--- src/design/gwtre_pkg.sv ---
// Shared types, register codes and constants of the gray threshold run encoder.
// No dependencies; used by every module of the block.
package gwtre_pkg;

    localparam int MAX_WIDTH_DEF  = 4096;
    localparam int MAX_HEIGHT_DEF = 4096;

    localparam int GRAY_W = 8;
    localparam int SIZE_W = 13;
    localparam int POS_W  = 12;
    localparam int IDX_W  = 23;
    localparam int ADDR_W = 4;
    localparam int DATA_W = 32;
    localparam int TDATA_IN_W  = 8;
    localparam int TDATA_OUT_W = 64;

    // register indexes, byte address = 4 * index
    localparam logic [1:0] REG_MIN_GRAY     = 2'd0;
    localparam logic [1:0] REG_MAX_GRAY     = 2'd1;
    localparam logic [1:0] REG_FRAME_WIDTH  = 2'd2;
    localparam logic [1:0] REG_FRAME_HEIGHT = 2'd3;

    localparam logic [GRAY_W-1:0] MIN_GRAY_RST     = 8'd0;
    localparam logic [GRAY_W-1:0] MAX_GRAY_RST     = 8'd255;
    localparam logic [SIZE_W-1:0] FRAME_WIDTH_RST  = 13'd640;
    localparam logic [SIZE_W-1:0] FRAME_HEIGHT_RST = 13'd480;

    typedef struct packed {
        logic [GRAY_W-1:0] min_gray;
        logic [GRAY_W-1:0] max_gray;
        logic [SIZE_W-1:0] frame_width;
        logic [SIZE_W-1:0] frame_height;
    } t_cfg;

    typedef struct packed {
        logic [IDX_W-1:0] run_index;
        logic [POS_W-1:0] run_end;
        logic [POS_W-1:0] run_row;
        logic [POS_W-1:0] run_start;
    } t_run;

endpackage

--- src/design/gwtre_cfg_regs.sv ---
// APB configuration registers: gray band and image size.
// Depends on gwtre_pkg.
module gwtre_cfg_regs (
    input  logic                             i_clk,
    input  logic                             i_rst_n,
    input  logic                             psel,
    input  logic                             penable,
    input  logic                             pwrite,
    input  logic [gwtre_pkg::ADDR_W-1:0]     paddr,
    input  logic [gwtre_pkg::DATA_W-1:0]     pwdata,
    output logic [gwtre_pkg::DATA_W-1:0]     prdata,
    output logic                             pready,
    output gwtre_pkg::t_cfg                  o_cfg
);

    gwtre_pkg::t_cfg r_cfg;
    logic            wr_en;
    logic [1:0]      reg_idx;

    assign pready  = 1'b1;
    assign wr_en   = psel && penable && pwrite;
    assign reg_idx = paddr[3:2];

    always_ff @(posedge i_clk) begin
        if (!i_rst_n) begin
            r_cfg.min_gray     <= gwtre_pkg::MIN_GRAY_RST;
            r_cfg.max_gray     <= gwtre_pkg::MAX_GRAY_RST;
            r_cfg.frame_width  <= gwtre_pkg::FRAME_WIDTH_RST;
            r_cfg.frame_height <= gwtre_pkg::FRAME_HEIGHT_RST;
        end else if (wr_en) begin
            unique case (reg_idx)
                gwtre_pkg::REG_MIN_GRAY:     r_cfg.min_gray     <= pwdata[7:0];
                gwtre_pkg::REG_MAX_GRAY:     r_cfg.max_gray     <= pwdata[7:0];
                gwtre_pkg::REG_FRAME_WIDTH:  r_cfg.frame_width  <= pwdata[12:0];
                gwtre_pkg::REG_FRAME_HEIGHT: r_cfg.frame_height <= pwdata[12:0];
                default: ;
            endcase
        end
    end

    always_comb begin
        unique case (reg_idx)
            gwtre_pkg::REG_MIN_GRAY:     prdata = {24'd0, r_cfg.min_gray};
            gwtre_pkg::REG_MAX_GRAY:     prdata = {24'd0, r_cfg.max_gray};
            gwtre_pkg::REG_FRAME_WIDTH:  prdata = {19'd0, r_cfg.frame_width};
            gwtre_pkg::REG_FRAME_HEIGHT: prdata = {19'd0, r_cfg.frame_height};
            default:                     prdata = '0;
        endcase
    end

    assign o_cfg = r_cfg;

endmodule

--- src/design/gwtre_run_core.sv ---
// Thresholding, position counters and run tracking for one pixel per cycle.
// Depends on gwtre_pkg.
module gwtre_run_core #(
    parameter int MAX_WIDTH  = gwtre_pkg::MAX_WIDTH_DEF,
    parameter int MAX_HEIGHT = gwtre_pkg::MAX_HEIGHT_DEF
) (
    input  logic                              i_clk,
    input  logic                              i_rst_n,
    input  gwtre_pkg::t_cfg                   i_cfg,
    input  logic                              i_accept,
    input  logic [gwtre_pkg::GRAY_W-1:0]      i_pixel,
    output logic                              o_push,
    output gwtre_pkg::t_run                   o_run
);

    localparam int CW  = $clog2(MAX_WIDTH);
    localparam int RW  = (MAX_HEIGHT > 1) ? $clog2(MAX_HEIGHT) : 1;
    localparam int LW  = ($clog2(MAX_WIDTH + 1) > 13) ? $clog2(MAX_WIDTH + 1) : 13;
    localparam int LH  = ($clog2(MAX_HEIGHT + 1) > 13) ? $clog2(MAX_HEIGHT + 1) : 13;
    localparam int EW  = (CW > gwtre_pkg::POS_W) ? CW : gwtre_pkg::POS_W;
    localparam int ERW = (RW > gwtre_pkg::POS_W) ? RW : gwtre_pkg::POS_W;

    logic [CW-1:0]               r_col, n_col;
    logic [RW-1:0]               r_row, n_row;
    logic                        r_open, n_open;
    logic [CW-1:0]               r_open_start, n_open_start;
    logic [gwtre_pkg::IDX_W-1:0] r_runs, n_runs;

    logic [LW-1:0] w_raw, w_eff;
    logic [LH-1:0] h_raw, h_eff;
    logic          fg, last_col, last_row, emit;
    logic [CW-1:0] start_col, end_col;
    logic [EW-1:0] start_ext, end_ext;
    logic [ERW-1:0] row_ext;

    always_comb begin
        w_raw = LW'(i_cfg.frame_width);
        h_raw = LH'(i_cfg.frame_height);
        if (w_raw == '0)
            w_eff = LW'(1);
        else if (w_raw > LW'(MAX_WIDTH))
            w_eff = LW'(MAX_WIDTH);
        else
            w_eff = w_raw;
        if (h_raw == '0)
            h_eff = LH'(1);
        else if (h_raw > LH'(MAX_HEIGHT))
            h_eff = LH'(MAX_HEIGHT);
        else
            h_eff = h_raw;
    end

    // counter at or past the last position counts as the last position
    assign last_col = (LW'(r_col) + LW'(1)) >= w_eff;
    assign last_row = (LH'(r_row) + LH'(1)) >= h_eff;
    assign fg       = (i_pixel >= i_cfg.min_gray) && (i_pixel <= i_cfg.max_gray);
    assign emit     = fg ? last_col : r_open;

    assign start_col = (fg && !r_open) ? r_col : r_open_start;
    // a run closed by background ended on the previous column
    assign end_col   = fg ? r_col : (r_col - CW'(1));

    always_comb begin
        n_col        = r_col;
        n_row        = r_row;
        n_open       = r_open;
        n_open_start = r_open_start;
        n_runs       = r_runs;
        if (i_accept) begin
            n_open_start = start_col;
            n_open       = fg && !last_col;
            if (emit)
                n_runs = r_runs + gwtre_pkg::IDX_W'(1);
            if (last_col) begin
                n_col = '0;
                if (last_row) begin
                    n_row  = '0;
                    n_runs = '0;
                end else begin
                    n_row = r_row + RW'(1);
                end
            end else begin
                n_col = r_col + CW'(1);
            end
        end
    end

    always_ff @(posedge i_clk) begin
        if (!i_rst_n) begin
            r_col        <= '0;
            r_row        <= '0;
            r_open       <= 1'b0;
            r_open_start <= '0;
            r_runs       <= '0;
        end else begin
            r_col        <= n_col;
            r_row        <= n_row;
            r_open       <= n_open;
            r_open_start <= n_open_start;
            r_runs       <= n_runs;
        end
    end

    assign start_ext = EW'(start_col);
    assign end_ext   = EW'(end_col);
    assign row_ext   = ERW'(r_row);

    assign o_push          = i_accept && emit;
    assign o_run.run_start = start_ext[gwtre_pkg::POS_W-1:0];
    assign o_run.run_row   = row_ext[gwtre_pkg::POS_W-1:0];
    assign o_run.run_end   = end_ext[gwtre_pkg::POS_W-1:0];
    assign o_run.run_index = r_runs;

endmodule

--- src/design/gwtre_out_skid.sv ---
// Result register with a skid entry, so input keeps flowing while a run waits.
// Depends on gwtre_pkg.
module gwtre_out_skid (
    input  logic             i_clk,
    input  logic             i_rst_n,
    input  logic             i_push,
    input  gwtre_pkg::t_run  i_run,
    output logic             o_ready,
    output logic             o_valid,
    input  logic             i_pop_ready,
    output gwtre_pkg::t_run  o_run
);

    gwtre_pkg::t_run r_main, n_main;
    gwtre_pkg::t_run r_skid, n_skid;
    logic            r_main_v, n_main_v;
    logic            r_skid_v, n_skid_v;
    logic            pop;

    assign pop = r_main_v && i_pop_ready;

    always_comb begin
        n_main   = r_main;
        n_skid   = r_skid;
        n_main_v = r_main_v;
        n_skid_v = r_skid_v;
        if (pop && r_skid_v) begin
            // upstream is held off while the skid entry is full
            n_main   = r_skid;
            n_skid_v = 1'b0;
        end else if (pop || !r_main_v) begin
            n_main   = i_run;
            n_main_v = i_push;
        end else if (i_push) begin
            n_skid   = i_run;
            n_skid_v = 1'b1;
        end
    end

    always_ff @(posedge i_clk) begin
        if (!i_rst_n) begin
            r_main_v <= 1'b0;
            r_skid_v <= 1'b0;
        end else begin
            r_main_v <= n_main_v;
            r_skid_v <= n_skid_v;
        end
        r_main <= n_main;
        r_skid <= n_skid;
    end

    assign o_ready = !r_skid_v;
    assign o_valid = r_main_v;
    assign o_run   = r_main;

endmodule

--- src/design/gray_window_threshold_run_encoder_top.sv ---
// Gray window threshold run encoder: pixel items in, runs out on a stream.
// Each closed run is registered, in the skid entry if the result register still holds one.
// Throughput: one pixel item per cycle while o_s_axis_tready is high.
// A stalled output holds one run and a second in the skid entry before input stalls.
// Reset (synchronous, active low) clears counters, run state and output valids and
// loads the register reset values.
module gray_window_threshold_run_encoder_top #(
    parameter int MAX_WIDTH  = gwtre_pkg::MAX_WIDTH_DEF,
    parameter int MAX_HEIGHT = gwtre_pkg::MAX_HEIGHT_DEF
) (
    input  logic                                i_clk,
    input  logic                                i_rst_n,
    input  logic                                i_s_axis_tvalid,
    output logic                                o_s_axis_tready,
    // [7:0] pixel
    input  logic [gwtre_pkg::TDATA_IN_W-1:0]    i_s_axis_tdata,
    output logic                                o_m_axis_tvalid,
    input  logic                                i_m_axis_tready,
    // [11:0] run_start, [23:12] run_row, [35:24] run_end, [58:36] run_index, rest zero
    output logic [gwtre_pkg::TDATA_OUT_W-1:0]   o_m_axis_tdata,
    input  logic                                psel,
    input  logic                                penable,
    input  logic                                pwrite,
    input  logic [gwtre_pkg::ADDR_W-1:0]        paddr,
    input  logic [gwtre_pkg::DATA_W-1:0]        pwdata,
    output logic [gwtre_pkg::DATA_W-1:0]        prdata,
    output logic                                pready
);

    gwtre_pkg::t_cfg cfg;
    gwtre_pkg::t_run core_run;
    gwtre_pkg::t_run out_run;
    logic            core_push;
    logic            in_accept;

    assign in_accept = i_s_axis_tvalid && o_s_axis_tready;

    gwtre_cfg_regs u_cfg (
        .i_clk   (i_clk),
        .i_rst_n (i_rst_n),
        .psel    (psel),
        .penable (penable),
        .pwrite  (pwrite),
        .paddr   (paddr),
        .pwdata  (pwdata),
        .prdata  (prdata),
        .pready  (pready),
        .o_cfg   (cfg)
    );

    gwtre_run_core #(
        .MAX_WIDTH  (MAX_WIDTH),
        .MAX_HEIGHT (MAX_HEIGHT)
    ) u_core (
        .i_clk    (i_clk),
        .i_rst_n  (i_rst_n),
        .i_cfg    (cfg),
        .i_accept (in_accept),
        .i_pixel  (i_s_axis_tdata[7:0]),
        .o_push   (core_push),
        .o_run    (core_run)
    );

    gwtre_out_skid u_out (
        .i_clk       (i_clk),
        .i_rst_n     (i_rst_n),
        .i_push      (core_push),
        .i_run       (core_run),
        .o_ready     (o_s_axis_tready),
        .o_valid     (o_m_axis_tvalid),
        .i_pop_ready (i_m_axis_tready),
        .o_run       (out_run)
    );

    assign o_m_axis_tdata = {5'd0, out_run.run_index, out_run.run_end,
                             out_run.run_row, out_run.run_start};

endmodule

--- config.mk ---
export PLATFORM = sky130hd
export DESIGN_NAME = gray_window_threshold_run_encoder_top
export DESIGN_NICKNAME = d
export VERILOG_FILES = /design/src/design/gwtre_pkg.sv /design/src/design/gwtre_cfg_regs.sv /design/src/design/gwtre_run_core.sv /design/src/design/gwtre_out_skid.sv /design/src/design/gray_window_threshold_run_encoder_top.sv
export SDC_FILE = /design/constraint.sdc
export NUM_CORES = 1
export LEC_CHECK = 0
export BUFFER_PORTS_ARGS = -buffer_cell sky130_fd_sc_hd__buf_2
export CORE_MARGIN = 1.5
export CORE_UTILIZATION = 50
export CTS_BUF_LIST = sky130_fd_sc_hd__clkbuf_4 sky130_fd_sc_hd__clkbuf_8 sky130_fd_sc_hd__clkbuf_16
export DETAILED_ROUTE_END_ITERATION = 10
export PLACE_DENSITY = 0.79
export SKIP_LAST_GASP = 1
export SLEW_MARGIN = 40
export SYNTH_ARGS = -nofsm -noshare
export SYNTH_HDL_FRONTEND = slang
export SYNTH_HIERARCHICAL = 1
export SYNTH_SLANG_ARGS = --single-unit
export TNS_END_PERCENT = 1
--- constraint.sdc ---
create_clock -name i_clk -period 13.73 [get_ports i_clk]
set_input_delay 0.6865 -clock i_clk [delete_from_list [all_inputs] [get_ports i_clk]]
set_output_delay 0.6865 -clock i_clk [all_outputs]
set_load 0.02 [all_outputs]
==> flow_summary.yaml <==
outcome:
  status: "complete, no violations"
sta:
  finClkSkew_ns: 0.0155
  tns_ns: 0
  fin_crit_sh_pct: 36.2
  hold_viol_final: 0
  fmax_mhz: 201
  rsz0062_at_grt: "no"
  max-slew-margin-rel_pct: 44.5
  finalSetupViolations: 0
  finalMaxSlewViolations: 0
  min_period_ns: 4.98
  tightest_slew_ns: 0.827
cells_and_area:
  design_area_um2: 12300
  final_common_cell: "nand2_1"
  area_growth_pct: 11.7
  drive_above_1_share_pct: 23.1
  layout.nets: 1164
  stdcell_count: 1362
  antenna-diode-count: 0
  filler_cell_count: 1867
  post-route-util_pct: 56.8
  layout_common_cells: "nand2_1 (123), edfxtp_1 (118), dfxtp_1 (104)"
floorplan:
  io_pins: 150
  die_area_um2: 23000
  initial_utilization_pct: 50.8
  die_w_um: 152
  die_h_um: 152
  rows: 54
  coreArea_um2: 21800
synthesis:
  syn_area_um2: 11100
  yosys.area.top_type_share_pct: 32.1
  synthDistinctLibCells: 65
  synth_edf_count: 118
  syn_area_per_cell_um2: 11.2
  ys_seq_elements: 222
  syn_inst: 983
  async_flop_share_pct: 0
  synth_ff_type: "edfxtp_1"
  ys_seq_area_share_pct: 50.9
  synth_area_leaders: "edfxtp_1 (32%), dfxtp_1 (19%), mux2_2 (6.2%)"
  synth_top_cell_by_area: "edfxtp_1"
  yosysWarnings: 6
critical_path:
  worstPathCellList: "ha_1, nand3_1, or2_2, nor2_1, nand4_1, xnor2_1, ha_1, and4_1, nand4_1, o21ai_2, o21ai_2, nor2_1, inv_1, nor2_4, buf_4"
  timing.rr.start: "u_core/r_col[0]$_SDFFE_PN0P_"
  critPathBufInv: 2
  worstPathRequired_ns: 13.86
  slowest_stage: "buf_4"
  critical_path.top_delay_family: "simple AND/OR/NAND/NOR gates"
  cp_max_fo: 43
  cp-end-kind: "flip-flop"
  cp-startpoint: "u_core/r_col[0]$_SDFFE_PN0P_"
  cp_slowest_stage_delay_ns: 0.57
  cp-start-kind: "flip-flop"
  crit_arrival_ns: 5.10
  path_class: "reg2reg"
clock_tree:
  tritoncts: "done"
  htree_levels: 1
  cts_sinks: 222
  post_cts_buffers: 0
  cts_hold_buffers: 0
  clock_latency_ns: 0.50
  cts-buffers-inserted: 23
  ctsLongestPathBuffers: 3
  path_clk_slew_ns: 0.06
  cts_resized: 0
  cts-root-buf: "clkbuf_16"
power:
  leakage_nw: 5.14
  p_int_mw: 1.08
  irDropWorstVdd_v: 0.0000613
  pwr-share-seq_pct: 51.3
  power_frac_comb_pct: 8.3
  switching_share_pct: 23.2
  power.switching_mw: 0.326
  pwr_density_cell_nw_per_um2: 114
  p_total_mw: 1.40
  share_clk_of_total_power_pct: 40.3
grt:
  grt_antenna_before_repair: 0
  grt_overflow_total: 0
  grt_max_degree: 98
  grt_pass1_wl_um: 35900
  grt.total_usage_pct: 19.5
  grt_pass1_vias: 7008
route:
  drt_wl_total_um: 22200
  drt_iter0_markers: 446
  drt_pass1_iterations: 5
  ant_nets: 0
  vias: 7469
  drc: 0
  via_per_inst: 5.48
  wl_per_cell_um: 16.3
placed_design:
  io_buffers: 103
  place_area_um2: 11600
  dp_hpwl_um: 15400
  routabilityCongestion: 0.825
  dpl.cell_count: 1321
job:
  drv_cap: 0
min_path:
  worst_hold_startpoint: "pwdata[9]"
  hold_class: "in2reg"
==> worst reg2reg max path: stages, from the launching register on <==
cell     delay [ns]
dfxtp_1        0.55
ha_1           0.28
nand3_1        0.09
or2_2          0.31
nor2_1         0.17
nand4_1        0.14
xnor2_1        0.19
ha_1           0.32
and4_1         0.22
nand4_1        0.17
o21ai_2        0.49
o21ai_2        0.22
nor2_1         0.25
inv_1          0.13
nor2_4         0.45
buf_4          0.57
==> Yosys cell counts, types with 4 or more instances <==
| cell type | instances |
|---|---|
| ha_1 | 46 |
| nand2b_1 | 6 |
| or4_1 | 6 |
| o31ai_1 | 4 |
| a21o_1 | 5 |
| or2_2 | 5 |
| o21ai_0 | 26 |
| inv_1 | 33 |
| nor4_1 | 7 |
| or3_1 | 15 |
| o211ai_1 | 5 |
| buf_6 | 5 |
| mux2_4 | 10 |
| nand2_1 | 123 |
| xor2_1 | 14 |
| mux2_2 | 61 |
| nor2b_1 | 31 |
| xnor2_1 | 22 |
| a21boi_0 | 25 |
| dfxtp_1 | 104 |
| a21oi_1 | 36 |
| nand3_1 | 35 |
| and2_1 | 7 |
| mux2i_1 | 47 |
| buf_4 | 27 |
| a31oi_1 | 6 |
| edfxtp_1 | 118 |
| nand4_1 | 11 |
| buf_2 | 9 |
| nor3_1 | 8 |
| and3_1 | 7 |
| nor2_1 | 30 |
| mux4_2 | 8 |
| clkbuf_1 | 31 |
==> power by group through the flow <==
stage / logic (mW) / clock network [mW] / registers (mW)
6_report: 0.117 / 0.566 / 0.721
5_1_grt: 0.128 / 0.603 / 0.722
4_1_cts: 0.117 / 0.580 / 0.721
3_5_place_dp: 0.117 / 0 / 0.735
3_3_place_gp: 0.115 / 0 / 0.735
2_1_floorplan: 0.0735 / 0 / 0.749
==> metrics by stage <==
step	setup WS, ns	hold WS, ns
after floorplan	7.78	0.434
after global placement	8.66	0.450
after detailed placement	8.58	0.457
after CTS	8.54	0.442
after global routing	8.41	0.455
final	8.75	0.457
==> cells by family after synthesis <==
| group | count (synthesis) | share of synthesized area (%) |
|---|---|---|
| DFF | 222 | 50.9 |
| other | 3 | 0.102 |
| xor gates and xnor gates | 36 | 2.85 |
| muxes | 126 | 13.5 |
| AOI/OAI and AO/OA | 135 | 8.25 |
| buffers and inverters | 110 | 5.16 |
| adders and majority gates | 46 | 5.21 |
| and+or+nand+nor | 305 | 14.1 |
==> layer usage <==
| layer | up-vias | GRT usage (%) | wire length, um |
|---|---|---|---|
| met4 | 0 | 5.10 | 414 |
| met1 | 3576 | 28.0 | 10300 |
| met2 | 204 | 31.2 | 10300 |
| met5 | - | 0 | 0 |
| met3 | 31 | 2.46 | 1130 |
| li1 | 3658 | - | - |
==> registers in the layout, indices dropped and copies added, names as in the netlist <==
name,flops
u_core/r_open,1
u_out/r_skid,59
u_core/r_runs,23
u_core/r_open_start,12
u_out/o_run,59
u_core/r_col,12
u_cfg/o_cfg,42
u_out/r_skid_v,1
u_core/r_row,12
u_out/o_valid,1
==> cell type report <==
type / instances / area, um2 / share of cell area [%]
sequential: 222 / 5630 / 45.6
multi-input combinational: 673 / 4960 / 40.2
clock buffer: 31 / 636 / 5.15
timing repair buffer: 112 / 584 / 4.73
tap: 280 / 350 / 2.84
inverter: 35 / 139 / 1.12
clock inverter: 9 / 51.3 / 0.415
==> worst paths after layout <==
kind | endpoint | slack, ns | cells past startpoint
setup / recovery | u_out/r_skid[17]$_DFFE_PP_ | 8.75 | 15
hold / removal | u_cfg/o_cfg[9]$_SDFFE_PN0P_ | 0.46 | 3
setup reg to reg | u_out/r_skid[17]$_DFFE_PP_ | 8.75 | 15
hold reg to reg | u_core/r_open_start[10]$_SDFFE_PN0P_ | 0.46 | 2
(Power assumes the default switching activity.)
